===== src/rtl/core/integer_to_ascii_formatter_unit_defines.svh =====
// ----------------------------------------------------------------------------
// Integer to ASCII formatter: assertion macros
// Shared checking macros for the formatter RTL.
// ----------------------------------------------------------------------------
`ifndef INTEGER_TO_ASCII_FORMATTER_UNIT_DEFINES_SVH
`define INTEGER_TO_ASCII_FORMATTER_UNIT_DEFINES_SVH

// Checks a property on every clock edge outside of reset.
`define ITOA_ASSERT(lbl, prop, msg) \
    lbl: assert property (@(posedge i_clk) disable iff (!i_rst_n) (prop)) else $error(msg);

// Checks a property on every clock edge, reset included.
`define ITOA_ASSERT_ALWAYS(lbl, prop, msg) \
    lbl: assert property (@(posedge i_clk) (prop)) else $error(msg);

`endif


===== src/rtl/core/itoa_pkg.sv =====
// ----------------------------------------------------------------------------
// Integer to ASCII formatter package
// Types, format codes and character constants shared by the formatter.
// ----------------------------------------------------------------------------
`timescale 1ns / 1ps
`default_nettype none

package itoa_pkg;

    // Format selector codes.
    typedef enum logic [1:0] {
        FUNC_SDEC = 2'd0,
        FUNC_UDEC = 2'd1,
        FUNC_HEXL = 2'd2,
        FUNC_HEXU = 2'd3
    } t_func;

    // Character constants.
    localparam logic [7:0] ASCII_ZERO      = 8'd48;
    localparam logic [7:0] ASCII_LOWER_OFS = 8'd87;
    localparam logic [7:0] ASCII_UPPER_OFS = 8'd55;
    localparam logic [7:0] ASCII_MINUS     = 8'd45;

    // Digit buffer and divide-by-ten constants.
    localparam int          DIGITS_MAX = 16;
    localparam int          DIG_IDX_W  = $clog2(DIGITS_MAX);
    localparam logic [31:0] DEC_RECIP  = 32'hCCCC_CCCD;
    localparam int          DEC_SHIFT  = 35;
    localparam logic [3:0]  DEC_RADIX  = 4'd10;

    // Default queue depths.
    localparam int MID_DEPTH_DEF = 2;
    localparam int OUT_DEPTH_DEF = 2;

    // A classified number on its way from the front to the back.
    typedef struct packed {
        logic        hex;
        logic        upper;
        logic        neg;
        logic [63:0] value;
    } t_job;

    // One output character.
    typedef struct packed {
        logic [7:0] ch;
        logic       last;
        logic [4:0] count;
    } t_result;

    // Status reported by the back end.
    typedef struct packed {
        logic idle;
        logic push;
        logic pop;
    } t_back_stat;

endpackage

`default_nettype wire


===== src/rtl/core/itoa_front.sv =====
// ----------------------------------------------------------------------------
// Formatter front end
// Accepts numbers, classifies the format and forms the magnitude to print.
// ----------------------------------------------------------------------------
`timescale 1ns / 1ps
`default_nettype none

module itoa_front (
    input  wire logic          i_clk,
    input  wire logic          i_rst_n,
    input  wire logic          i_push,
    output logic               o_full,
    input  wire logic [1:0]    i_func,
    input  wire logic [63:0]   i_value,
    output logic               o_job_push,
    input  wire logic          i_job_full,
    output itoa_pkg::t_job     o_job
);

    import itoa_pkg::*;

    logic        r_valid, n_valid;
    t_job        r_job, n_job;
    logic        w_accept;
    t_func       w_func;
    logic [31:0] w_low;

    // The input holds while the staged item cannot enter the queue.
    assign o_full     = r_valid & i_job_full;
    assign w_accept   = i_push & ~o_full;
    assign o_job_push = r_valid;
    assign o_job      = r_job;

    // Classify the format and take the magnitude of a negative signed word.
    always_comb begin
        w_func      = t_func'(i_func);
        w_low       = i_value[31:0];
        n_job.hex   = 1'b0;
        n_job.upper = 1'b0;
        n_job.neg   = 1'b0;
        n_job.value = {32'd0, w_low};
        case (w_func)
            FUNC_SDEC: begin
                if (w_low[31]) begin
                    n_job.neg   = 1'b1;
                    n_job.value = {32'd0, 32'd0 - w_low};
                end
            end
            FUNC_UDEC: begin
                n_job.value = {32'd0, w_low};
            end
            FUNC_HEXL: begin
                n_job.hex   = 1'b1;
                n_job.value = i_value;
            end
            FUNC_HEXU: begin
                n_job.hex   = 1'b1;
                n_job.upper = 1'b1;
                n_job.value = i_value;
            end
            default: begin
                n_job.value = {32'd0, w_low};
            end
        endcase
    end

    assign n_valid = w_accept | (r_valid & i_job_full);

    always_ff @(posedge i_clk) begin
        if (!i_rst_n) begin
            r_valid <= 1'b0;
        end else begin
            r_valid <= n_valid;
        end
    end

    // Payload is captured on each input transfer.
    always_ff @(posedge i_clk) begin
        if (w_accept) begin
            r_job <= n_job;
        end
    end

endmodule

`default_nettype wire


===== config.mk =====
export PLATFORM = sky130hd
export DESIGN_NAME = itoa_front
export DESIGN_NICKNAME = d
export VERILOG_FILES = /design/src/rtl/core/integer_to_ascii_formatter_unit_defines.svh /design/src/rtl/core/itoa_pkg.sv /design/src/rtl/core/itoa_front.sv
export SDC_FILE = /design/constraint.sdc
export NUM_CORES = 1
export LEC_CHECK = 0
export BUFFER_PORTS_ARGS = -buffer_cell sky130_fd_sc_hd__clkbuf_2
export CORE_ASPECT_RATIO = 0.9
export CORE_MARGIN = 10
export CORE_UTILIZATION = 50
export CTS_CLUSTER_DIAMETER = 30
export DETAILED_ROUTE_END_ITERATION = 10
export MAX_ROUTING_LAYER = met4
export PLACE_DENSITY = 0.87
export SLEW_MARGIN = 20
export SYNTH_ARGS = -nofsm -noshare
export SYNTH_HDL_FRONTEND = slang
export SYNTH_SLANG_ARGS = --single-unit

===== constraint.sdc =====
create_clock -name i_clk -period 6.3 [get_ports i_clk]
set_input_delay 0.63 -clock i_clk [delete_from_list [all_inputs] [get_ports i_clk]]
set_output_delay 0.63 -clock i_clk [all_outputs]
set_load 0.01 [all_outputs]

=== After elaboration in Yosys (flattened, before gate mapping) ===
Cells that the tools add are included.

* Register bits: 68
* Input bits: 70
* Output and inout bits: 69
* Logic and storage cells: 19

* Add/subtract/negate cells: 1
* Eq/ne operators: 3
* Multiplexer cells: 4
* Bitwise logic cells: 4
* Reduce and logical (&&, ||, !) cells: 2

{| class="wikitable"
|+ Operator list
! kind !! count
|-
| $pmux 64 s3 || 1
|-
| $mux 65 || 1
|-
| $sub 1x32->32 const A || 1
|-
| $eq 2x2->1 const B || 2
|-
| $and 1x1->1 || 2
|-
| $eq 2x1->1 const B || 1
|-
| $logic_not 2->1 || 1
|-
| $mux 1 || 2
|-
| $reduce_or 2->1 || 1
|-
| $not 1->1 || 1
|-
| $or 1x1->1 || 1
|}

=== Longest topological paths before layout ===
Gate-level depths: netlist of the first run.

* Word-level depth: 4
* Mapped depth: 7
* Mapped depth without buffers: 7

=== Worst setup path after synthesis of the first run ===
Ideal clock, no wire load.

* Path kind: input -> register
* Start: in i_job_full
* End: reg r_job (netlist bit o_job[0]), enable pin
* Setup time: 0.500 ns
* Arrival: 3.804 ns
* Data required time: 5.800 ns
* Slack: 1.996 ns
* Cell stages on the path: 2
* Buffers on the path: 0
* Cell sequence: and2_1 nor2b_1

* Longest elaborated chain between the ends: 3

{| class="wikitable"
|+ Ends and longest elaborated chain
! item !! RTL line !! source
|-
| start, declared || itoa_front.sv:16 || <nowiki>input wire logic i_job_full,</nowiki>
|-
| $and 1x1->1 || itoa_front.sv:29 || <nowiki>assign o_full = r_valid & i_job_full;</nowiki>
|-
| $not 1->1 || itoa_front.sv:30 || <nowiki>assign w_accept = i_push & ~o_full;</nowiki>
|-
| $and 1x1->1 || itoa_front.sv:30 ||
|-
| named net w_accept || itoa_front.sv:24 || <nowiki>logic w_accept;</nowiki>
|-
| end signal, assigned || itoa_front.sv:80 || <nowiki>r_job <= n_job;</nowiki>
|-
| end, declared || itoa_front.sv:23 || <nowiki>t_job r_job, n_job;</nowiki>
|}

The timed path passes the listed nets, and every way through them passes these cells.
A chain may end at the register's enable or synchronous reset.

==> results of run 1 <==
==> cells in the final DEF (no fill, tap or decap), drive strengths merged, types with 4 or more instances in the layout <==
| cell type | netlist | final |
|---|---|---|
| o41ai | 4 | 4 |
| nand2 | 4 | 4 |
| xnor2 | 15 | 15 |
| inv | 6 | 7 |
| a21oi | 9 | 9 |
| xor2 | 14 | 14 |
| o21ai | 5 | 5 |
| clkbuf | 6 | 148 |
| nor3 | 6 | 6 |
| and2 | 34 | 34 |
| edfxtp | 67 | 67 |
| nor2 | 13 | 13 |
==> critical path, cell delays in order <==
cell      delay [ns]
clkbuf_2        0.31
nor2_1          0.19
nand2_1         0.33
inv_1           0.52
o21ai_0         0.22
xnor2_1         0.17
==> area by class of cell <==
cell class / instances / area, um^2 / area share (%)
Sequential cell: 68 / 2032 / 50.51
Multi-Input combinational cell: 129 / 943.4 / 23.45
Timing Repair Buffer: 139 / 698.2 / 17.36
Clock buffer: 10 / 127.6 / 3.173
Clock inverter: 6 / 111.4 / 2.768
Tap cell: 70 / 87.58 / 2.177
Inverter: 6 / 22.52 / 0.5599
==> cells by family after synthesis <==
kind of cell,after synthesis,share of synthesized area (%)
AOI/OAI and AO/OA,27,6.371
xor gates and xnor gates,29,8.399
adders and majority gates,1,0.4137
buffers and inverters,13,1.862
DFF,68,67.19
and+or+nand+nor,72,15.76
==> registers in the layout, summed over array words and instances, names as in the netlist <==
signal      cells
o_job          67
o_job_push      1
==> routing by layer <==
layer / GRT usage, % / wire length [um] / up-vias / share of wire [%]
met5: - / 0 / - / 0
met4: 4.930 / 84 / 0 / 1.1
met3: 8.830 / 1014 / 7 / 13
met2: 25.92 / 3602 / 105 / 47
met1: 17.59 / 2971 / 983 / 39
li1: - / - / 1045 / -
==> worst max-delay path by stage <==
| stage | endpoint | cells after the start |
|---|---|---|
| final | o_job[13]$_DFFE_PP_ | 6 |
| after floorplan | o_job[0]$_DFFE_PP_ | 2 |
| after detailed placement | o_job[13]$_DFFE_PP_ | 6 |
| after global routing | o_job[15]$_DFFE_PP_ | 6 |
| after global placement | o_job[4]$_DFFE_PP_ | 6 |
| after CTS | o_job[13]$_DFFE_PP_ | 6 |
==> power by group through the flow <==
stage / logic [W] / registers (W) / clock network, W
final: 0.000129 / 0.000545 / 0.000426
after detailed placement: 0.000131 / 0.000555 / 0
after global placement: 0.000128 / 0.000553 / 0
after CTS: 0.000131 / 0.000545 / 0.000437
after global routing: 0.000143 / 0.000548 / 0.000456
after floorplan: 0.0000434 / 0.000573 / 0
==> per-stage QoR <==
step	util (%)	area (um^2)	worst slack, ns	hold WS (ns)
floorplan	-	3024	1.996	0.7129
global placement	65.71	3784	3.674	0.6458
detailed placement	65.71	3784	3.594	0.6768
CTS	69.86	4023	3.990	0.4756
global route	69.86	4023	3.696	0.4749
finish	69.86	4023	3.998	0.4893
==> results.sh, run 1 <==
export IMPL_vias_per_cell=5.000
export IMPL_max_slew_margin_pct=44.20
export IMPL_min_period_ns=2.302
export IMPL_cts_root_buffer="clkbuf_8"
export IMPL_outcome="complete, no violations"
export IMPL_grt_usage_pct=16.46
export IMPL_drt_total_wl_mm=7.672
export IMPL_clkTransAtPathRegs_ns=0.07
export IMPL_cts_repair_resized=0
export IMPL_postCtsSetupRepairBufs=0
export IMPL_grt_overflow=0
export IMPL_r2r_start="o_job_push$_SDFF_PN0_"
export IMPL_setup_viol_count_final=0
export IMPL_finClkSkew_ns=0.002798
export IMPL_crit_type="in2reg"
export IMPL_nFillCells=421
export IMPL_hold_end="o_job_push$_SDFF_PN0_"
export IMPL_maxCapViolations=0
export IMPL_num_rows=26
export IMPL_clockPowerShare_pct=38.8
export IMPL_seq_area_frac_synth_pct=67.19
export IMPL_drtPass1Iterations=4
export IMPL_yosys_area_top_type="edfxtp_1"
export IMPL_ys_warn_count=0
export IMPL_syn_num_nets=281
export IMPL_core_mm2=0.005758
export IMPL_swShare_pct=22.30
export IMPL_combPwrFrac_pct=11.7
export IMPL_ios=139
export IMPL_synth_edf_count=67
export IMPL_yosysUniqueCellTypes=35
export IMPL_async_flop_share_pct=0
export IMPL_worstHoldPathType="in2reg"
export IMPL_htreeDepth=3
export IMPL_hold_depth=2
export IMPL_drc=0
export IMPL_drtAntennaViolNets=0
export IMPL_grt_setup_unrepaired="false"
export IMPL_antenna_found_initial=0
export IMPL_grt_pass1_wl_mm=11.70
export IMPL_die_h_um=93.78
export IMPL_crit_arrival_ns=2.39
export IMPL_synthCells=210
export IMPL_diodes=0
export IMPL_cp_max_fo=36
export IMPL_period_share_pct=36.53
export IMPL_ctsHoldBuffers=0
export IMPL_synth_top_cell_area_share_pct=66.53
export IMPL_routabilityCongestion=0.7581
export IMPL_critPathLaunchType="primary input"
export IMPL_cts_tree="done"
export IMPL_power_density_mw_per_mm2=273.4
export IMPL_grt_max_degree=68
export IMPL_area_delta_synth_final_pct=33.02
export IMPL_layout_drive_gt1_share_pct=46.65
export IMPL_synthTopCellsByArea="edfxtp_1 67%, and2_1 7.0%, xnor2_1 4.3%"
export IMPL_power_leakage_nw=1.752
export IMPL_die_area_mm2=0.009563
export IMPL_fmax_mhz=434.5
export IMPL_io_buffer_count=138
export IMPL_worstReg2RegEnd="o_job[4]$_DFFE_PP_"
export IMPL_die_width_um=102.0
export IMPL_grt_pass1_vias=2313
export IMPL_synth_most_common_cell="edfxtp_1"
export IMPL_drt_iter0_markers=62
export IMPL_synthFlopType="edfxtp_1"
export IMPL_intPower_w=0.0008545
export IMPL_tightest_slew_ns=0.8370
export IMPL_clk_latency_ns=0.34
export IMPL_finalHoldViolations=0
export IMPL_cts_sinks=68
export IMPL_start_util_pct=52.52
export IMPL_ys_top_cells_by_count="67 x edfxtp_1, 34 x and2_1, 15 x xnor2_1, 14 x xor2_1, 11 x nor2_1"
export IMPL_final_cells=428
export IMPL_clock_path_buffers=2
export IMPL_crit_path_start="i_func[1]"
export IMPL_r2r_slack_ns=4.63
export IMPL_nNetsFinal=424
export IMPL_p_seq_share_pct=49.5
export IMPL_p_total_w=0.001100
export IMPL_crit_path_end_kind="flip-flop"
export IMPL_syn_avg_cell_area_um2=14.40
export IMPL_ys_ff_latch=68
export IMPL_drv_slew=0
export IMPL_tns_ns=0
export IMPL_placed_cells=412
export IMPL_netlist_area_mm2=0.003024
export IMPL_dp_hpwl_mm=5.967
export IMPL_p_switching_w=0.0002452
export IMPL_r2r_cells=3
export IMPL_cts_buffers=9
export IMPL_required_ns=6.39
export IMPL_wire_per_inst_um=17.93
export IMPL_peakVddDrop_uv=154.4
export IMPL_num_vias=2140
export IMPL_hp_start="i_rst_n"
Note: power is estimated with default switching activity, not from simulation.
==> inputs of run 2 (changes only) <==
Settings changed: CORE_UTILIZATION 50 to 42, PLACE_DENSITY 0.87 to 0.78.
Clock period 6.3 ns to 1.94 ns, I/O delays scaled along.
==> run 2 against run 1 <==
Effect of this change:
- final area rose by 2.4%
- critical path depth unchanged
- clock skew grew 0.0050 ns
- via count grew 3.0%
- first-iteration DRC count grew 56%
- non-clock buffer count is 9 higher
- wire length is 4.8% higher
- flip-flop and latch count unchanged
- total power rose to 3.2 times the previous value
- utilization fell by 11 points
- largest power group unchanged
- die area is 15% higher
==> results.sh, run 2 (same netlist as run 1, synthesis figures left out) <==
export IMPL_outcome="complete, no violations"
export IMPL_io_buffer_count=138
export IMPL_num_vias=2205
export IMPL_drt_total_wl_mm=8.039
export IMPL_cts_tree="done"
export IMPL_drc=0
export IMPL_die_width_um=109.4
export IMPL_grt_pass1_wl_mm=11.67
export IMPL_peakVddDrop_uv=428.8
export IMPL_largest_reg_flops=67
export IMPL_routabilityCongestion=0.8230
export IMPL_grt_usage_pct=14.36
export IMPL_nFillCells=597
export IMPL_mostFrequentLayoutCell="clkbuf_2"
export IMPL_slowest_delay_ns=0.59
export IMPL_area_delta_synth_final_pct=36.16
export IMPL_nNetsFinal=433
export IMPL_tightest_slew_ns=0.4769
export IMPL_diodes=0
export IMPL_fin_ws_ns=0.3614
export IMPL_cts_root_buffer="clkbuf_8"
export IMPL_postCtsSetupRepairBufs=0
export IMPL_layout_drive_gt1_share_pct=48.50
export IMPL_drv_slew=0
export IMPL_cp_max_fo=4
export IMPL_setup_viol_count_final=0
export IMPL_clock_path_buffers=2
export IMPL_clkTransAtPathRegs_ns=0.07
export IMPL_required_ns=2.01
export IMPL_vias_per_cell=4.793
export IMPL_tns_ns=0
export IMPL_wire_per_inst_um=17.48
export IMPL_dp_hpwl_mm=6.361
export IMPL_post_route_util_pct=58.50
export IMPL_power_density_mw_per_mm2=847.0
export IMPL_maxCapViolations=0
export IMPL_period_share_pct=81.37
export IMPL_finalHoldViolations=0
export IMPL_drtPass1Iterations=4
export IMPL_fmax_mhz=633.5
export IMPL_cts_sinks=68
export IMPL_critPathLaunchType="primary input"
export IMPL_min_period_ns=1.579
export IMPL_die_area_mm2=0.01100
export IMPL_grt_setup_unrepaired="false"
export IMPL_cts_repair_resized=0
export IMPL_p_total_w=0.003488
export IMPL_power_leakage_nw=1.795
export IMPL_path_cells="clkbuf_2 -> or4_4 -> nor4_1 -> and3_1 -> a31oi_1 -> xor2_1"
export IMPL_die_h_um=100.5
export IMPL_cts_buffers=9
export IMPL_finClkSkew_ns=0.007767
export IMPL_drt_iter0_markers=97
export IMPL_crit_arrival_ns=1.65
export IMPL_slowest_stage="or4_4"
export IMPL_grt_overflow=0
export IMPL_crit_path_end_kind="flip-flop"
export IMPL_crit_type="in2reg"
export IMPL_dpl_worst_slack_ns=0.02045
export IMPL_layout_common_cells="138 x clkbuf_2, 67 x edfxtp_1, 33 x and2_1"
export IMPL_htreeDepth=3
export IMPL_start_util_pct=42.96
export IMPL_cp_top_family="simple AND/OR/NAND/NOR gates"
export IMPL_grt_pass1_vias=2325
export IMPL_multi_input_area_um2=945.9
export IMPL_ctsHoldBuffers=0
export IMPL_drtAntennaViolNets=0
export IMPL_max_slew_margin_pct=68.17
export IMPL_core_mm2=0.007039
export IMPL_worstHoldPathType="in2reg"
export IMPL_seq_area_mm2=0.002032
export IMPL_grt_max_degree=68
export IMPL_clk_latency_ns=0.34
export IMPL_ios=139
export IMPL_critPathBufInv=1
export IMPL_num_rows=29
export IMPL_antenna_found_initial=0
==> run 2: cell count changes in the layout (fill, tap and decap cells not counted), sizes merged <==
cell | previous run | this run
buf | 1 | 10
bufinv | 3 | 2
clkbuf | 148 | 147
clkinv | 1 | 3
==> run 2: metal layers <==
layer  wire length, um  global-route usage (%)
met1              3229                   15.88
met2              3722                   22.36
met5                 0                       -
met3               940                   5.435
met4               147                   7.000
==> run 2: final cells by class <==
| cell class | count | share of cell area, % |
|---|---|---|
| flip-flops and latches | 68 | 49.35 |
| multi-input cells | 129 | 22.97 |
| repair buffers | 148 | 18.90 |
| clock buffers | 9 | 3.008 |
| well taps | 93 | 2.826 |
| clock inverters | 7 | 2.400 |
| inverters | 6 | 0.5469 |
==> run 2: power by group <==
group | internal, W | switching (W) | leakage [nW] | total (W)
clock network | 0.000730 | 0.000553 | 0.110 | 0.00128
logic | 0.000193 | 0.000247 | 1.02 | 0.000440
registers | 0.00174 | 0.0000257 | 0.667 | 0.00176
total | 0.00266 | 0.000826 | 1.79 | 0.00349
==> run 2: final timing paths <==
path                              start                     to  cells past startpoint  slack (ns)
setup / recovery             i_value[4]    o_job[26]$_DFFE_PP_                      6        0.36
hold / removal                  i_rst_n  o_job_push$_SDFF_PN0_                      2        0.07
setup reg to reg  o_job_push$_SDFF_PN0_    o_job[36]$_DFFE_PP_                      3        0.65
hold reg to reg   o_job_push$_SDFF_PN0_  o_job_push$_SDFF_PN0_                      2        0.63
==> run 2: worst register-to-register path: stages, from the launching register on <==
cell	delay (ns)
dfxtp_1	0.31
and2_4	0.17
nor2b_4	0.12
buf_12	0.33
==> run 2: metrics by stage <==
stage,hold slack [ns],instance area (um^2),cells
floorplan,0.3115,3034,210
global placement,0.3965,3895,444
detailed placement,0.4089,3895,444
CTS,0.04750,4118,460
global route,0.05882,4118,460
finish,0.06793,4118,460
