$ cat config.mk
export PLATFORM = sky130hd
export DESIGN_NAME = itoa_queue
export DESIGN_NICKNAME = d
export VERILOG_FILES = /design/src/rtl/core/integer_to_ascii_formatter_unit_defines.svh /design/src/rtl/core/itoa_queue.sv
export SDC_FILE = /design/constraint.sdc
export NUM_CORES = 1
export LEC_CHECK = 0
export ABC_AREA = 1
export CAP_MARGIN = 20
export CORE_AREA = 2 2 39 41
export CTS_BUF_LIST = sky130_fd_sc_hd__clkbuf_4 sky130_fd_sc_hd__clkbuf_8
export DETAILED_ROUTE_END_ITERATION = 10
export DIE_AREA = 0 0 41 43
export DONT_BUFFER_PORTS = 1
export GPL_TIMING_DRIVEN = 0
export PLACE_DENSITY = 0.78
export SYNTH_ARGS = -nofsm -noshare
export SYNTH_HDL_FRONTEND = slang
export SYNTH_SLANG_ARGS = --single-unit
$ cat constraint.sdc
create_clock -name i_clk -period 2.4 [get_ports i_clk]
set_input_delay 0 -clock i_clk [delete_from_list [all_inputs] [get_ports i_clk]]
set_output_delay 0 -clock i_clk [all_outputs]
set_load 0.01 [all_outputs]
$ cat src/rtl/core/integer_to_ascii_formatter_unit_defines.svh
// ----------------------------------------------------------------------------
// Integer to ASCII formatter: assertion macros
// Shared checking macros for the formatter RTL.
// ----------------------------------------------------------------------------
`ifndef INTEGER_TO_ASCII_FORMATTER_UNIT_DEFINES_SVH
`define INTEGER_TO_ASCII_FORMATTER_UNIT_DEFINES_SVH

// Checks a property on every clock edge outside of reset.
`define ITOA_ASSERT(lbl, prop, msg) \
    lbl: assert property (@(posedge i_clk) disable iff (!i_rst_n) (prop)) else $error(msg);

// Checks a property on every clock edge, reset included.
`define ITOA_ASSERT_ALWAYS(lbl, prop, msg) \
    lbl: assert property (@(posedge i_clk) (prop)) else $error(msg);

`endif

$ cat src/rtl/core/itoa_queue.sv
// ----------------------------------------------------------------------------
// Formatter queue
// Small first-in first-out queue with push/full and pop/empty sides.
// ----------------------------------------------------------------------------
`timescale 1ns / 1ps
`default_nettype none

module itoa_queue #(
    parameter int Width = 8,
    parameter int Depth = 2
) (
    input  wire logic             i_clk,
    input  wire logic             i_rst_n,
    input  wire logic             i_push,
    output logic                  o_full,
    input  wire logic [Width-1:0] i_data,
    input  wire logic             i_pop,
    output logic                  o_empty,
    output logic      [Width-1:0] o_data
);

    localparam int PtrW = (Depth > 1) ? $clog2(Depth) : 1;
    localparam int CntW = $clog2(Depth + 1);

    logic [Width-1:0] r_mem [Depth];
    logic [PtrW-1:0]  r_wr, n_wr;
    logic [PtrW-1:0]  r_rd, n_rd;
    logic [CntW-1:0]  r_cnt, n_cnt;
    logic             w_do_push;
    logic             w_do_pop;

    // Handshake decode.
    assign o_full    = (r_cnt == CntW'(Depth));
    assign o_empty   = (r_cnt == '0);
    assign w_do_push = i_push & ~o_full;
    assign w_do_pop  = i_pop & ~o_empty;
    assign o_data    = r_mem[r_rd];

    // Pointer and fill count update.
    always_comb begin
        n_wr  = r_wr;
        n_rd  = r_rd;
        n_cnt = r_cnt;
        if (w_do_push) begin
            n_wr = (r_wr == PtrW'(Depth - 1)) ? '0 : r_wr + 1'b1;
        end
        if (w_do_pop) begin
            n_rd = (r_rd == PtrW'(Depth - 1)) ? '0 : r_rd + 1'b1;
        end
        if (w_do_push && !w_do_pop) begin
            n_cnt = r_cnt + 1'b1;
        end else if (w_do_pop && !w_do_push) begin
            n_cnt = r_cnt - 1'b1;
        end
    end

    always_ff @(posedge i_clk) begin
        if (!i_rst_n) begin
            r_wr  <= '0;
            r_rd  <= '0;
            r_cnt <= '0;
        end else begin
            r_wr  <= n_wr;
            r_rd  <= n_rd;
            r_cnt <= n_cnt;
        end
    end

    // Storage is written on each push transfer.
    always_ff @(posedge i_clk) begin
        if (w_do_push) begin
            r_mem[r_wr] <= i_data;
        end
    end

endmodule

`default_nettype wire

======== Word-level counts from Yosys, hierarchy flattened ========
Memory sizes are Yosys's and may differ from the RTL's. A register that Yosys moved wholly into a read port is not among the register bits.
Cells that the tools add are included.
Widths: inputs -> output; s select.
cells by class
  reductions and logical operators ........ 6
  equal/unequal tests ..................... 1
  div/mod/pow operators ................... 0
  add/sub/neg operators ................... 4
  muxes and demuxes ....................... 8
  shift-type cells ........................ 0
  $mul .................................... 0
  order comparisons ....................... 0
  bitwise operators ....................... 4
operators with widths
  kind                 count
  $mux 1               6
  $mux 2               2
  $add 1x1->1 const B  2
  $add 2x1->2 const B  1
  $and 1x1->1          2
  $eq 2x2->1 const B   1
  $logic_and 1x1->1    2
  $logic_not 1->1      2
  $logic_not 2->1      1
  $not 1->1            2
  $reduce_bool 2->1    1
  $sub 2x1->2 const B  1
storage, ports and cells
  bits in latches ......................... 0
  output and inout bits ................... 10
  flip-flop bits (word level) ............. 4
  input port bits ......................... 12
  logic and storage cells ................. 27
  memories kept ........................... 1
  memory bits (writable) .................. 16
  bits in read-only memories .............. 0
memory list
  memory  words  width  read ports  clocked after memory_dff  wr ports  line              source
  r_mem   2      8      1           1                         1         itoa_queue.sv:25  logic [Width-1:0] r_mem [Depth];

======== Logic depth before layout (Yosys ltp) ========
Gate-level depths: netlist of run 1.
  depth after elaboration ................. 7
  depth in mapped cells ................... 10
  gate-level depth less buffers ........... 10

======== Worst setup path before layout of run 1 ========
OpenSTA, ideal clock, no wires.
  path kind ............................... register -> register
  start ................................... register r_cnt[0]
  end ..................................... register r_cnt[1]
  data required time ...................... 2,336 ps
  path buffers ............................ 0
  path slack .............................. 1,078 ps
  arrival ................................. 1,258 ps
  stages on the path, launching flop included .. 10
  library setup time ...................... 64 ps
  clock period less this slack ............ 1,322 ps
  cell sequence ........................... dfxtp_1 nor2_1 nor2_2 inv_1 ha_1 inv_1 nand3_1 nand2_1 inv_1 nor2_1
on the way
  longest elaborated chain between the ends .. 6
  elaborated cells between the ends (all ways) .. 15
  classes of those cells .................. 2 x add/sub; 1 x eq/ne; 2 x mux; 4 x bitwise; 6 x reduce/logical
ends and longest elaborated chain
  what                                                line              source
  from (decl)                                         itoa_queue.sv:28  logic [CntW-1:0] r_cnt, n_cnt;
  from (signal assigned)                              itoa_queue.sv:65  r_cnt <= n_cnt;
  $logic_not 2->1 (*)                                 itoa_queue.sv:34  assign o_empty = (r_cnt == '0);
  via o_empty                                         itoa_queue.sv:18  output logic o_empty,
  $not 1->1 (*)                                       itoa_queue.sv:36  assign w_do_pop = i_pop & ~o_empty;
  $and 1x1->1 (*)                                     itoa_queue.sv:36
  $logic_not 1->1                                     itoa_queue.sv:50  if (w_do_push && !w_do_pop) begin
  $logic_and 1x1->1                                   itoa_queue.sv:50
  $mux 2 / $reduce_bool 2->1 (equally long branches)  -
The timed path passes the listed nets; every way through them passes the cells marked *. The select of a mux whose other input is x is not followed.
A chain may end at the register's enable or synchronous reset.

======== Final worst setup path of run 1 ========
Same ends and word-level chain as after synthesis.

==> results.json, run 1 <==
{
  "run_status": "completed",
  "wl_per_cell_um": 13.9,
  "grt_pass1_vias": 461,
  "row_count": 14,
  "p_leak_nw": 0.378,
  "dp_slack_ns": 0.925,
  "final_core_util_pct": 70.9,
  "postCtsSetupRepairBufs": 0,
  "grtUsageTotal_pct": 16.8,
  "die_h_um": 43,
  "via_per_inst": 5.28,
  "clkLatencyLatePin_ns": 0.30,
  "post_synth.cell_area_avg_um2": 13.1,
  "place_inst": 79,
  "drt_pass1_iterations": 5,
  "vias": 496,
  "h-tree-depth": 1,
  "start_util_pct": 59.5,
  "grt_pass1_wl_um": 1980,
  "hp-class": "input port to flop",
  "placed_area_um2": 843,
  "max_cap_violations": 0,
  "syn_to_final_growth_pct": 19.1,
  "ys_ff_latch": 21,
  "slew_viol_final": 0,
  "coreArea_mm2": 0.00138,
  "yosysWarnings": 0,
  "ant_nets": 0,
  "synthCells": 63,
  "hold_viol": 0,
  "cpMostUsedCell": "inv_1",
  "crit_type": "flop to flop",
  "startpoint": "r_cnt[0]",
  "r2r_start": "r_cnt[0]",
  "cp-end-kind": "flop",
  "power_density_mw_per_mm2": 955,
  "stdcell_count": 94,
  "cts_tree": "done",
  "setup-tns-final_ns": 0,
  "die-width_um": 41,
  "cp_slowest_stage_delay_ns": 0.44,
  "hold_slack_ns": 0.350,
  "post_cts_resized": 0,
  "nNetsFinal": 92,
  "grt_max_degree": 13,
  "cts_buffers": 3,
  "drive_above_1_share_pct": 20.5,
  "finalClockSkew_ns": 0.00804,
  "crit_required_ns": 2.65,
  "drt_first_iter_violations": 7,
  "finalInstanceArea_um2": 981,
  "syn_area_um2": 823,
  "max_slew_margin_pct": 51.0,
  "cp.arrival_ns": 1.76,
  "setup_violations": 0,
  "antenna_found_initial": 0,
  "globalRouteOverflowTotal": 0,
  "drc": 0,
  "finalWirelength_um": 1300,
  "p_total_mw": 0.937,
  "min_from": "i_data[5]",
  "synth_nets": 76,
  "clk_pin_slew_ns": 0.12,
  "yosysUniqueCellTypes": 15,
  "cp_max_fo": 5,
  "die-area_mm2": 0.00176,
  "fmax_mhz": 664,
  "root_buffer": "clkbuf_4",
  "hpwl_um": 852,
  "finalCritPeriodShare_pct": 62.8,
  "cp_slowest_cell": "dfxtp_1",
  "finalCriticalPeriod_ns": 1.51,
  "finalWeightedCongestion": 0.607,
  "worst_slew_pin_slew_ns": 0.732,
  "path_cells": "nor2_1 > nor2_2 > inv_1 > ha_1 > inv_1 > nand3_1 > nand2_1 > inv_1 > nor2_1",
  "io-pin-count": 22,
  "rsz0062_at_grt": "false",
  "seq_area_frac_synth_pct": 70.5,
  "layout_setup_ws_ns": 0.893,
  "clock_path_buffers": 2,
  "n_antenna_cell": 0,
  "clock-sinks": 21,
  "worst_setup_path_start_kind": "flop",
  "peakVddDrop_uv": 742,
  "numPortBuffers": 0
}
==> area by class of cell <==
| type | count | area [um2] |
|---|---|---|
| Buffer | 1 | 5.00 |
| Tap cell | 16 | 20.0 |
| Fill cell | 94 | 403 |
| Clock buffer | 3 | 22.5 |
| Multi-Input combinational cell | 32 | 204 |
| Sequential cell | 21 | 581 |
| Inverter | 9 | 33.8 |
| Timing Repair Buffer | 11 | 110 |
| Clock inverter | 1 | 5.00 |
==> power breakdown <==
group          internal (mW)  switching, mW
clock network         0.0620          0.103
logic                  0.104          0.174
registers              0.464         0.0303
==> cells in the mapped netlist <==
master,number,area share (%)
a21oi_1,1,0.61
buf_2,1,0.61
dfxtp_1,5,12
edfxtp_1,16,58
ha_1,1,1.5
inv_1,8,3.6
inv_2,1,0.46
mux2_2,8,11
nand2_1,6,2.7
nand3_1,1,0.61
nand4_1,1,0.76
nor2_1,10,4.6
nor2_2,1,0.76
o21ai_0,2,1.2
o21ai_2,1,1.1
==> cells by family after synthesis <==
| kind of cell | share of synthesized area, % |
|---|---|
| buffers and inverters | 4.71 |
| AND/OR/NAND/NOR | 9.42 |
| flip-flops | 70.5 |
| adder cells (fa/ha/maj) | 1.52 |
| AO/OA/AOI/OAI | 2.89 |
| multiplexers | 10.9 |
==> sequential cells by signal (all words and copies together), names as in the netlist, named ones only <==
register	cells
r_cnt	2
r_wr	1
r_mem	16
r_rd	1
==> metal layers <==
metal	global-route usage (%)	wire [um]
met1	21.2	500
met2	26.6	716
met4	8.00	9
met3	3.14	76
met5	0	0
==> final timing paths <==
kind / end / slack [ns] / cells past startpoint
worst max-delay path: r_cnt[1] / 0.89 / 9
worst min-delay path: r_mem[1][5] / 0.35 / 1
worst max register to register: r_cnt[1] / 0.89 / 9
worst min register to register: r_rd / 0.52 / 2
==> worst max-delay path, delay by kind of cell, from the launching register on <==
kind	cells	cell delay (ns)
adder cells (fa/ha/maj)	1	0.32
buffers and inverters	3	0.19
AND/OR/NAND/NOR	5	0.49
flip-flops	1	0.44
==> cells in the final DEF (no fill, tap or decap) <==
cell type / n
a21oi_1: 1
buf_2: 1
clkbuf_4: 3
clkinv_2: 1
dfxtp_1: 5
dlygate4sd3_1: 11
edfxtp_1: 16
ha_1: 1
inv_1: 8
inv_2: 1
mux2_2: 8
nand2_1: 6
nand3_1: 1
nand4_1: 1
nor2_1: 10
nor2_2: 1
o21ai_0: 2
o21ai_2: 1
==> repair_timing <==
action	CTS	global route
setup endpoints to repair	0	0
hold endpoints to repair	21	0
hold buffers	11	0
(Power assumes the default switching activity.)
==> run 2, diff against run 1 <==
Settings changed: CORE_AREA 2 2 39 41 to not set, CORE_MARGIN set to 2, CORE_UTILIZATION set to 57, DIE_AREA 0 0 41 43 to not set, PLACE_DENSITY 0.78 to 0.75.
Clock period 2.4 ns to 1.37 ns, I/O delays scaled along.
==> results.json, run 2 (synthesis gave the netlist of run 1 again) <==
{
  "run_status": "completed",
  "finalInstanceArea_mm2": 0.00101,
  "layout_setup_ws_ns": 0.0586,
  "root_buffer": "clkbuf_4",
  "timing.reg2reg.setup_slack_ns": 0.06,
  "hpwl_um": 865,
  "globalRouteOverflowTotal": 0,
  "antenna_found_initial": 0,
  "cp_slowest_stage_delay_ns": 0.36,
  "largest_reg_flops": 16,
  "wl_per_cell_um": 14.6,
  "finalCriticalPeriod_ns": 1.31,
  "clock_path_buffers": 2,
  "grt_pass1_wl_um": 2250,
  "grt_pass1_vias": 536,
  "final_common_cell": "edfxtp_1",
  "worst_setup_path_start_kind": "flop",
  "vias": 495,
  "grtUsageTotal_pct": 18.2,
  "drive_above_1_share_pct": 30.8,
  "nNetsFinal": 92,
  "placed_area_um2": 842,
  "h-tree-depth": 1,
  "clock-sinks": 21,
  "cp.arrival_ns": 1.52,
  "finalWeightedCongestion": 0.613,
  "rsz0062_at_grt": "true",
  "cts_tree": "done",
  "clk_pin_slew_ns": 0.11,
  "p_total_mw": 1.73,
  "finalClockSkew_ns": 0.00678,
  "slew_viol_final": 0,
  "fmax_mhz": 763,
  "cp_max_fo": 3,
  "crit_required_ns": 1.58,
  "crit_type": "flop to flop",
  "startpoint": "r_cnt[1]",
  "path_cells": "inv_1 > o21ai_2 > inv_2 > ha_4 > inv_1 > nand3_1 > nand2_1 > inv_1 > nor2_1",
  "max_cap_violations": 0,
  "drc": 0,
  "hold_viol": 0,
  "endpoint": "r_cnt[1]",
  "reg_top3": "r_mem: 16 flops, r_cnt: 2 flops",
  "finalWirelength_um": 1350,
  "worst_r2r_endpoint": "r_cnt[1]",
  "via_per_inst": 5.32,
  "drt_first_iter_violations": 11,
  "worst_slew_pin_slew_ns": 0.426,
  "drt_pass1_iterations": 4,
  "power_density_mw_per_mm2": 1710,
  "start_util_pct": 62.5,
  "final_core_util_pct": 76.6,
  "peakVddDrop_uv": 1140,
  "cp-end-kind": "flop",
  "dp_slack_ns": -0.0806,
  "cp_slowest_cell": "dfxtp_2",
  "coreArea_mm2": 0.00132,
  "syn_to_final_growth_pct": 22.6,
  "grt_max_degree": 12,
  "hold_slack_ns": 0.0242,
  "hold_depth": 5,
  "finalCritPeriodShare_pct": 95.7,
  "die_h_um": 42.0,
  "max_slew_margin_pct": 71.6,
  "io-pin-count": 22,
  "rr_worst_depth": 9,
  "n_antenna_cell": 0,
  "r2r_start": "r_cnt[1]",
  "nFillCells": 85,
  "ant_nets": 0,
  "top_register": "r_mem",
  "final_cell_mix": "edfxtp_1, dlygate4sd3_1, mux2_2, inv_1, nor2_1",
  "cts_buffers": 3,
  "p_leak_nw": 0.380,
  "clkLatencyLatePin_ns": 0.30,
  "die-width_um": 42.0,
  "numPortBuffers": 0,
  "setup_violations": 0,
  "row_count": 13,
  "cpMostUsedCell": "inv_1",
  "hp-class": "input port to flop",
  "die-area_mm2": 0.00176
}
==> run 2: critical path: cells and delay by family (launching register included) <==
kind / cells / cell delay (ns)
AO/OA/AOI/OAI: 1 / 0.20
AND/OR/NAND/NOR: 3 / 0.15
adder cells (fa/ha/maj): 1 / 0.27
buffers and inverters: 4 / 0.24
flip-flops: 1 / 0.36
==> run 2: area by class of cell <==
type | count | area (um2) | share of cell area (%)
clock buffer | 4 | 30.0 | 2.97
sequential | 21 | 586 | 58.0
multi-input combinational | 32 | 229 | 22.7
tap | 15 | 18.8 | 1.86
inverter | 9 | 33.8 | 3.35
buffer | 1 | 5.00 | 0.496
timing repair buffer | 11 | 108 | 10.7
==> run 2: stage by stage <==
stage          setup TNS (ns)  std cells
2_1_floorplan               0         63
3_3_place_gp            -1.06         78
3_5_place_dp            -1.09         78
4_1_cts                -0.360         93
5_1_grt               -0.0756         93
6_report                    0         93
==> run 2: worst min-delay path by stage <==
stage | start | end | slack, ns
floorplan | i_data[0] | r_mem[0][0] | 0.1
global placement | i_data[6] | r_mem[1][6] | 0.1
detailed placement | i_data[6] | r_mem[1][6] | 0.1
CTS | i_pop | r_rd | 0.03
global route | i_pop | r_rd | 0.06
finish | i_pop | r_rd | 0.02
==> run 2: per-layer routing <==
layer  global-route usage, %  share of wire, %  vias up  wire [um]
met5                       0                 0        -          0
met4                    11.6               3.1        0         42
met3                    5.17               5.0        5         68
met2                    31.3                52       15        707
met1                    19.3                40      227        536
li1                        -                 -      248          -
==> run 2: power breakdown <==
group	switching (mW)	internal, mW	total, mW
clock	0.174	0.133	0.307
sequential	0.0594	0.824	0.883
combinational	0.323	0.213	0.536
total	0.556	1.17	1.73
==> run 2: timing repair <==
item	4_1_cts	5_1_grt
gates cloned	0	0
pin swaps	1	1
hold endpoints to repair	21	0
resized for setup	2	7
hold buffers	10	0
setup endpoints to repair	18	18
setup buffers	1	0
==> run 3, diff against run 2 <==
Settings changed: PLACE_DENSITY 0.75 to 0.73, SETUP_SLACK_MARGIN set to 0.5.
==> results.json, run 3 (synthesis gave the netlist of run 1 again) <==
{
  "drive_above_1_share_pct": 54.1,
  "wl_per_cell_um": 19.2,
  "cp_max_fo": 3,
  "worst_setup_path_start_kind": "flop",
  "max_cap_violations": 0,
  "hold_buffers": 8,
  "root_buffer": "clkbuf_4",
  "syn_to_final_growth_pct": 43.2,
  "hpwl_um": 871,
  "cp_slowest_stage_delay_ns": 0.41,
  "grtUsageTotal_pct": 20.1,
  "seq_area_um2": 589,
  "grt_max_degree": 12,
  "run_status": "complete, but fails checks",
  "nNetsFinal": 99,
  "cp.arrival_ns": 1.63,
  "cp-end-kind": "flop",
  "finalWeightedCongestion": 0.655,
  "rr_worst_depth": 9,
  "cts_tree": "done",
  "n_antenna_cell": 0,
  "power_density_mw_per_mm2": 1890,
  "reg_top3": "r_mem: 16 flops, r_cnt: 2 flops",
  "multiInputGateArea_um2": 319,
  "numPortBuffers": 0,
  "rsz0062_at_grt": "true",
  "cp_top_family": "simple AND/OR/NAND/NOR gates",
  "die-width_um": 42.0,
  "io-pin-count": 22,
  "drt_first_iter_violations": 10,
  "grt_pass1_vias": 556,
  "nFillCells": 52,
  "row_count": 13,
  "cp_num_cells": 9,
  "layout_setup_ws_ns": -0.0522,
  "switching_share_pct": 34.6,
  "ant_nets": 0,
  "peakVddDrop_uv": 1240,
  "r2r_start": "r_cnt[1]",
  "coreArea_mm2": 0.00132,
  "top_register": "r_mem",
  "clkLatencyLatePin_ns": 0.29,
  "setup-tns-final_ns": -0.0522,
  "seqPwrFrac_pct": 41.8,
  "finalWirelength_um": 1920,
  "hold_viol": 5,
  "hp-class": "input port to flop",
  "combPwrFrac_pct": 44.7,
  "worst_slew_pin_slew_ns": 0.254,
  "clock_path_buffers": 2,
  "violations": "hold timing, setup timing",
  "place_inst": 78,
  "antenna_found_initial": 0,
  "finalCriticalPeriod_ns": 1.42,
  "finalCritPeriodShare_pct": 104,
  "max_slew_margin_pct": 83.1,
  "fmax_mhz": 703,
  "h-tree-depth": 1,
  "drt_pass1_iterations": 4,
  "cp_slowest_cell": "dfxtp_4",
  "die-area_mm2": 0.00176,
  "p_leak_nw": 0.461,
  "globalRouteOverflowTotal": 0,
  "worst_r2r_endpoint": "r_cnt[1]",
  "die_h_um": 42.0,
  "final_cell_mix": "edfxtp_1, mux2_4, dlygate4sd3_1, nor2_4, buf_4",
  "grt_pass1_wl_um": 2550,
  "clock-sinks": 21,
  "setup_violations": 1,
  "vias": 553,
  "switching_power_mw": 0.771,
  "crit_type": "flop to flop",
  "slew_viol_final": 0,
  "clk_pin_slew_ns": 0.11,
  "path_cells": "inv_4 > o21ai_4 > inv_2 > ha_4 > inv_1 > nand2_2 > nand4_1 > nand2_1 > nor2_1",
  "finalClockSkew_ns": 0.000861,
  "stdcell_count": 100,
  "startpoint": "r_cnt[1]",
  "via_per_inst": 5.53,
  "hold_slack_ns": -0.181,
  "p_total_mw": 2.23,
  "start_util_pct": 62.5,
  "drc": 0,
  "timing.reg2reg.setup_slack_ns": -0.05,
  "final_common_cell": "edfxtp_1",
  "clockPowerShare_pct": 13.5,
  "cts_buffers": 3,
  "crit_required_ns": 1.58,
  "p_int_mw": 1.46,
  "largest_reg_flops": 16,
  "path_buf_inv": 3,
  "endpoint": "r_cnt[1]"
}
==> run 3: changes by cell type in the layout (fill, tap and decap cells not counted), sizes merged <==
cell	previous run	this run
dlygate4sd3	10	8
buf	2	11
==> run 3: area by class of cell <==
class                           count  area share, %
Timing Repair Buffer               18           14.4
Inverter                            9           3.08
Buffer                              1           1.27
Tap cell                           15           1.59
Multi-Input combinational cell     32           27.1
Sequential cell                    21           50.0
Clock buffer                        4           2.55
==> run 3: repair_timing <==
action	4_1_cts	5_1_grt
gates resized for setup	29	8
endpoints found under the setup margin	30	31
setup buffers	6	4
endpoints found under the hold margin	21	5
pin swaps	12	8
==> run 3: worst min path at each step <==
| stage | startpoint | end | slack [ns] | cells after the start |
|---|---|---|---|---|
| 2_1_floorplan | i_data[0] | r_mem[0][0] | 0.1 | 0 |
| 3_3_place_gp | i_data[2] | r_mem[1][2] | 0.1 | 0 |
| 3_5_place_dp | i_data[5] | r_mem[1][5] | 0.1 | 0 |
| 4_1_cts | i_rst_n | r_cnt[1] | -0.18 | 2 |
| 5_1_grt | i_rst_n | r_cnt[0] | -0.20 | 2 |
| 6_report | i_rst_n | r_cnt[0] | -0.18 | 2 |
==> run 3: worst reg2reg max path: cells and delay by family, from the launching register on <==
| family | cells | cell delay [ns] |
|---|---|---|
| AOI/OAI and AO/OA | 1 | 0.16 |
| and+or+nand+nor | 4 | 0.41 |
| buffers and inverters | 3 | 0.20 |
| DFF | 1 | 0.41 |
| adders and majority gates | 1 | 0.16 |
==> run 3: power by group through the flow <==
| stage | Clock (mW) | Combinational (mW) | Sequential [mW] |
|---|---|---|---|
| 6_report | 0.301 | 0.995 | 0.932 |
| 4_1_cts | 0.298 | 0.799 | 0.918 |
| 2_1_floorplan | 0 | 0.435 | 0.880 |
| 5_1_grt | 0.333 | 1.04 | 0.943 |
| 3_3_place_gp | 0 | 0.489 | 0.888 |
| 3_5_place_dp | 0 | 0.503 | 0.896 |
==> run 3: routing by layer <==
layer / vias up / wire (um) / GRT usage (%)
li1: 259 / - / -
met5: - / 0 / 0
met1: 269 / 800 / 25.8
met2: 23 / 1000 / 33.8
met4: 0 / 14 / 7.74
met3: 2 / 104 / 3.88
==> run 3: metrics by stage <==
step	worst slack [ns]	utilization (%)	hold slack [ns]	instance area, um2
6_report	-0.0522	89.5	-0.181	1180
5_1_grt	-0.0896	89.5	-0.199	1180
4_1_cts	0.148	85.3	-0.185	1120
3_5_place_dp	-0.0536	65.6	0.0990	865
3_3_place_gp	-0.0347	65.6	0.0989	865
2_1_floorplan	0.171	-	0.0989	846
